[src/rtl/core/hpt_pkg.sv]
// Types and constants shared by the homogeneous point transform modules.
package hpt_pkg;

  localparam int unsigned COMP_W      = 32;
  localparam int unsigned REG_W       = 64;
  localparam int unsigned NUM_REGS    = 8;
  localparam int unsigned REG_IDX_W   = 3;
  localparam int unsigned DATA_W      = 3 * COMP_W;
  localparam int unsigned QUEUE_DEPTH = 4;
  localparam int unsigned QPTR_W      = 2;
  localparam int unsigned QCNT_W      = 3;

  typedef logic signed [COMP_W-1:0] comp_t;
  typedef logic [NUM_REGS-1:0][REG_W-1:0] mat_t;

  localparam logic OP_POINT = 1'b0;
  localparam logic OP_DIR   = 1'b1;

  localparam comp_t COMP_MAX = 32'sh7fff_ffff;
  localparam comp_t COMP_MIN = 32'sh8000_0000;

  // Identity matrix in Q16.16, register 7 first.
  localparam mat_t MAT_RESET = {
    64'h0001_0000_0000_0000, 64'h0,
    64'h0000_0000_0001_0000, 64'h0,
    64'h0,                   64'h0001_0000_0000_0000,
    64'h0,                   64'h0000_0000_0001_0000
  };

  // Classified item handed from the front end to the divide back end.
  typedef struct packed {
    logic  bypass;
    logic  flag;
    comp_t x;
    comp_t y;
    comp_t z;
    comp_t w;
  } queue_item_t;

endpackage

[src/rtl/core/hpt_queue.sv]
// Small FIFO between the transform front end and the divide back end.
module hpt_queue (
  input  logic                clk_i,
  input  logic                rst_ni,
  input  logic                push_i,
  input  hpt_pkg::queue_item_t item_i,
  output logic                full_o,
  input  logic                pop_i,
  output logic                valid_o,
  output hpt_pkg::queue_item_t item_o
);
  import hpt_pkg::*;

  queue_item_t       mem_q [QUEUE_DEPTH];
  logic [QPTR_W-1:0] wr_q, wr_d, rd_q, rd_d;
  logic [QCNT_W-1:0] cnt_q, cnt_d;

  assign full_o  = (cnt_q == QCNT_W'(QUEUE_DEPTH));
  assign valid_o = (cnt_q != '0);
  assign item_o  = mem_q[rd_q];

  always_comb begin
    wr_d  = push_i ? wr_q + 1'b1 : wr_q;
    rd_d  = pop_i ? rd_q + 1'b1 : rd_q;
    cnt_d = cnt_q;
    if (push_i && !pop_i) begin
      cnt_d = cnt_q + 1'b1;
    end else if (pop_i && !push_i) begin
      cnt_d = cnt_q - 1'b1;
    end
  end

  always_ff @(posedge clk_i or negedge rst_ni) begin
    if (!rst_ni) begin
      wr_q  <= '0;
      rd_q  <= '0;
      cnt_q <= '0;
    end else begin
      wr_q  <= wr_d;
      rd_q  <= rd_d;
      cnt_q <= cnt_d;
    end
  end

  always_ff @(posedge clk_i) begin
    if (push_i) begin
      mem_q[wr_q] <= item_i;
    end
  end

endmodule

[config.mk]
export PLATFORM = sky130hd
export DESIGN_NAME = hpt_queue
export DESIGN_NICKNAME = d
export VERILOG_FILES = /design/src/rtl/core/hpt_pkg.sv /design/src/rtl/core/hpt_queue.sv
export SDC_FILE = /design/constraint.sdc
export NUM_CORES = 1
export LEC_CHECK = 0
export ABC_AREA = 1
export BUFFER_PORTS_ARGS = -buffer_cell sky130_fd_sc_hd__buf_4
export CORE_MARGIN = 2
export CORE_UTILIZATION = 52
export DETAILED_ROUTE_END_ITERATION = 16
export PLACE_DENSITY = 0.72
export SKIP_LAST_GASP = 1
export SYNTH_ARGS = -nofsm -noshare
export SYNTH_HDL_FRONTEND = slang
export SYNTH_SLANG_ARGS = --single-unit
[constraint.sdc]
create_clock -name clk_i -period 3.75 [get_ports clk_i]
set_input_delay 0 -clock clk_i [delete_from_list [all_inputs] [get_ports clk_i]]
set_output_delay 0 -clock clk_i [all_outputs]
set_load 0.05 [all_outputs]
Yosys cells after proc, flatten, opt, wreduce, memory -nomap -nowiden
Memory sizes are Yosys's and may differ from the RTL's.
Cells that the tools add are included.
{ "totals": {"ff_bits": 7, "mem_bits_rw": 520, "inputBits": 134, "elab_cells": 19, "n_memories": 1} }
{ "classes": {"addsub": 4, "eq_ne": 1, "mux": 4, "n_reduce_logical": 6} }
{ "memory_table": {"columns": ["name", "words", "word_bits", "rd", "rd_clocked_by_memory_dff", "wr", "line", "rtl"], "rows": [
  ["mem_q", 4, 130, 1, 0, 1, "hpt_queue.sv:14", "queue_item_t mem_q [QUEUE_DEPTH];"]
]} }
{ "op_table": {"columns": ["cell", "count"], "rows": [
  ["two-way mux 3 bit", 2],
  ["adder 2 x 1 -> 2 bit, second input constant", 2],
  ["adder 3 x 1 -> 3 bit, second input constant", 1],
  ["equality test 3 bit, second input constant", 1],
  ["nonzero test 3 bit", 1],
  ["subtractor 3 x 1 -> 3 bit, second input constant", 1],
  ["logical AND 1 bit", 2],
  ["logical NOT 1 bit", 2],
  ["two-way mux 1 bit", 2],
  ["nonzero test 2 bit", 1]
]} }

Depth between registers and ports, before layout
{ "depth": {"word_depth": 4, "depth_mapped": 9, "mapped_depth_nobuf": 9} }

Worst setup path after synthesis
OpenSTA, ideal clock, no wires.
{ "synth_path": {"path_type": "register to register", "start": "register wr_q[0]", "end": "memory mem_q[2][0] (netlist name) (enable)", "setup_ps": 483, "arrival_ps": 3188, "required_ps": 3267, "path_slack_ps": 79, "stages_incl_launch_ff": 5, "cell_sequence": "dfrtp_1 inv_1 ha_1 nand2_1 inv_1"} }
{ "synth_lines": {"columns": ["item", "line", "rtl"], "rows": [
  ["from (decl)", "hpt_queue.sv:15", "logic [QPTR_W-1:0] wr_q, wr_d, rd_q, rd_d;"],
  ["from (signal assigned)", "hpt_queue.sv:39", "wr_q <= wr_d;"],
  ["to (decl)", "hpt_queue.sv:14", null]
]} }
No word-level cell before the write port.

==> reports/qor.yml <==
die:
  die_area_sq_um: 42100
  die_w_microns: 205
  die_y_microns: 205
  rows: 73
  ios: 266
  core_sq_um: 39800
  initial_core_util: 0.528
sta:
  timing.setup.tns_ps: 0
  finalCriticalPeriod_ps: 2650
  clock-skew-final_ps: 8.34
  fmax_mhz: 378
  slew_headroom: 0.443
  layout_setup_ws_ps: 1100
  hold_viol: 0
  tightest_slew_ps: 836
  finalSetupViolCount: 0
  rsz0062_at_grt: "false"
  period_share: 0.706
  slew_viol_final: 0
clock_tree:
  clock_path_buffers: 3
  cts_tree: "done"
  clock_sinks: 527
  h-tree-depth: 2
  postCtsResizedCells: 0
  insertion_delay_ps: 570
  clk_pin_slew_ps: 60
  cts_buffers: 52
  root_buffer: "clkbuf_16"
yosys:
  synthCells: 1566
  yosys_warnings: 0
  ys_ff_latch: 527
  synth_fp_nets: 1706
  synth_top_cell_by_area: "edfxtp_1"
  yosys-top-cells-count: "520 x edfxtp_1, 404 x nand2_1, 271 x inv_1"
  yosysSeqAreaShare: 0.750
  synth_edf_count: 520
  yosysUniqueCellTypes: 19
  synth_top_area_share: 0.742
  synthTopCellsByArea: "edfxtp_1 74%, o211ai_1 9.3%, nand2_1 7.2%, inv_1 4.8%, buf_6 1.3%"
  syn_area_sq_um: 21000
  syn_area_per_cell_sq_um: 13.4
  synth_ff_type: "edfxtp_1"
  ys_async_sr_fraction: 0.0133
  synth_most_common_cell: "edfxtp_1"
placement:
  placed_area_sq_um: 23400
  io_buffers: 265
  dp.cells: 2292
  place_congestion: 0.765
  place_hpwl_microns: 25300
  post-place-ws_ps: 1690
layout:
  finalNonFillerCells: 2519
  area_delta_synth_final_pct: 25.8
  nets: 2095
  finalCoreUtilization: 0.665
  final_area_sq_um: 26500
  drive_gt1_frac: 0.186
  nFillCells: 2727
hold_path:
  hold_start: "item_i[100]"
  worstHoldPathType: "input port to register"
critical_path:
  cp.required_ps: 3750
  crit_type: "register to primary output"
  crit_path_start: "rd_q[0]"
  worstPathArrival_ps: 2650
  cp_max_fo: 70
  r2r_start: "wr_q[0]"
  worstSetupStartpointType: "register"
  cp-end-kind: "primary output"
global_routing:
  antenna_found_initial: 2
  grtUsageTotal: 0.216
  grt_pass1_vias: 13200
  grt_max_degree: 102
  grt_pass1_wl_microns: 70300
  gr-total-overflow: 0
pwr:
  p_int_mw: 13.8
  pwr-share-seq: 0.336
  pwr-share-comb: 0.445
  p_sw_frac: 0.426
  p_sw_mw: 10.3
  clockPowerShare: 0.219
  vdd_drop_max_uv: 966
  p_leak_nw: 10.6
  powerDensity_nw_per_um2: 910
drt:
  dr.pass1.iters: 6
  ant_nets: 0
  drc_errors: 0
  drtIter0Drc: 961
  vias: 13100
  drt-vias-per-instance: 5.20
  drt_wl_total_microns: 45000
  wl_per_cell_microns: 17.9
status:
  status: "finished clean"
job:
  max-cap-violations: 0
-- state kept, by name, indices dropped and copies added (netlist names) --
register and flops:
rd_q 2, wr_q 2, cnt_q 3, mem_q 520
-- power groups by stage --
| stage | combinational [mW] | sequential [mW] | clock (mW) |
|---|---|---|---|
| global route | 11.4 | 8.19 | 5.59 |
| CTS | 10.8 | 8.10 | 5.37 |
| global placement | 10.5 | 8.17 | 0 |
| detailed placement | 10.6 | 8.22 | 0 |
| finish | 10.7 | 8.09 | 5.28 |
| floorplan | 7.75 | 8.13 | 0 |
-- cell families after synthesis --
logic type	synth area share
compound gates	0.0930
xor+xnor	0.00166
fa+ha+maj	0.00392
buf+inv	0.0782
flops	0.750
simple gates	0.0730
-- metal layers --
layer	track usage	up-vias	wire length, microns
li1	-	6241	-
met1	0.282	6333	18600
met2	0.361	424	22300
met3	0.0424	90	2950
met4	0.0789	2	1210
met5	0	-	11
-- worst max-delay path: stages, from the launching register on --
cell,delay (ps)
dfrtp_4,970
buf_4,540
nand2_1,140
o211ai_1,130
nand2_1,80
buf_4,190
-- what timing repair did --
item	CTS	global route
buffers inserted	0	0
endpoints found under the hold margin	534	0
hold buffers	134	0
-- layout by cell type (no fill, tap or decap), drive strengths merged, types with 7 or more instances in the layout --
master | synthesis | final
edfxtp | 520 | 520
dlygate4sd3 | 0 | 134
inv | 272 | 272
dfrtp | 7 | 7
clkbuf | 4 | 62
o211ai | 260 | 260
clkinv | 0 | 19
bufinv | 0 | 9
nand2 | 404 | 404
buf | 84 | 289
-- through the flow --
stage | total power, mW | hold slack (ps)
after floorplan | 15.9 | -296
after global placement | 18.7 | -183
after detailed placement | 18.8 | -180
after CTS | 24.2 | 134
after global routing | 25.2 | 146
final | 24.1 | 169
-- worst paths after layout --
kind                            endpoint  slack [ps]  cells past startpoint
hold reg to reg                 cnt_q[2]         470                      2
setup / recovery             item_o[127]        1100                      5
min in group asynchronous        wr_q[1]         390                      3
setup reg to reg           mem_q[0][115]        1690                      5
max in group asynchronous        rd_q[1]        3080                      3
hold / removal             mem_q[0][100]         170                      2
-- final cells by class --
| cell class | instances | area, sq um | area share |
|---|---|---|---|
| inverters | 272 | 1040 | 0.0394 |
| repair buffers | 423 | 3640 | 0.137 |
| clock inverters | 30 | 373 | 0.0141 |
| multi-input cells | 679 | 3610 | 0.136 |
| flip-flops and latches | 527 | 15800 | 0.597 |
| clock buffers | 62 | 1360 | 0.0514 |
| well taps | 525 | 657 | 0.0248 |
| diodes | 1 | 2.50 | 0.0000945 |
(Power assumes the default switching activity.)
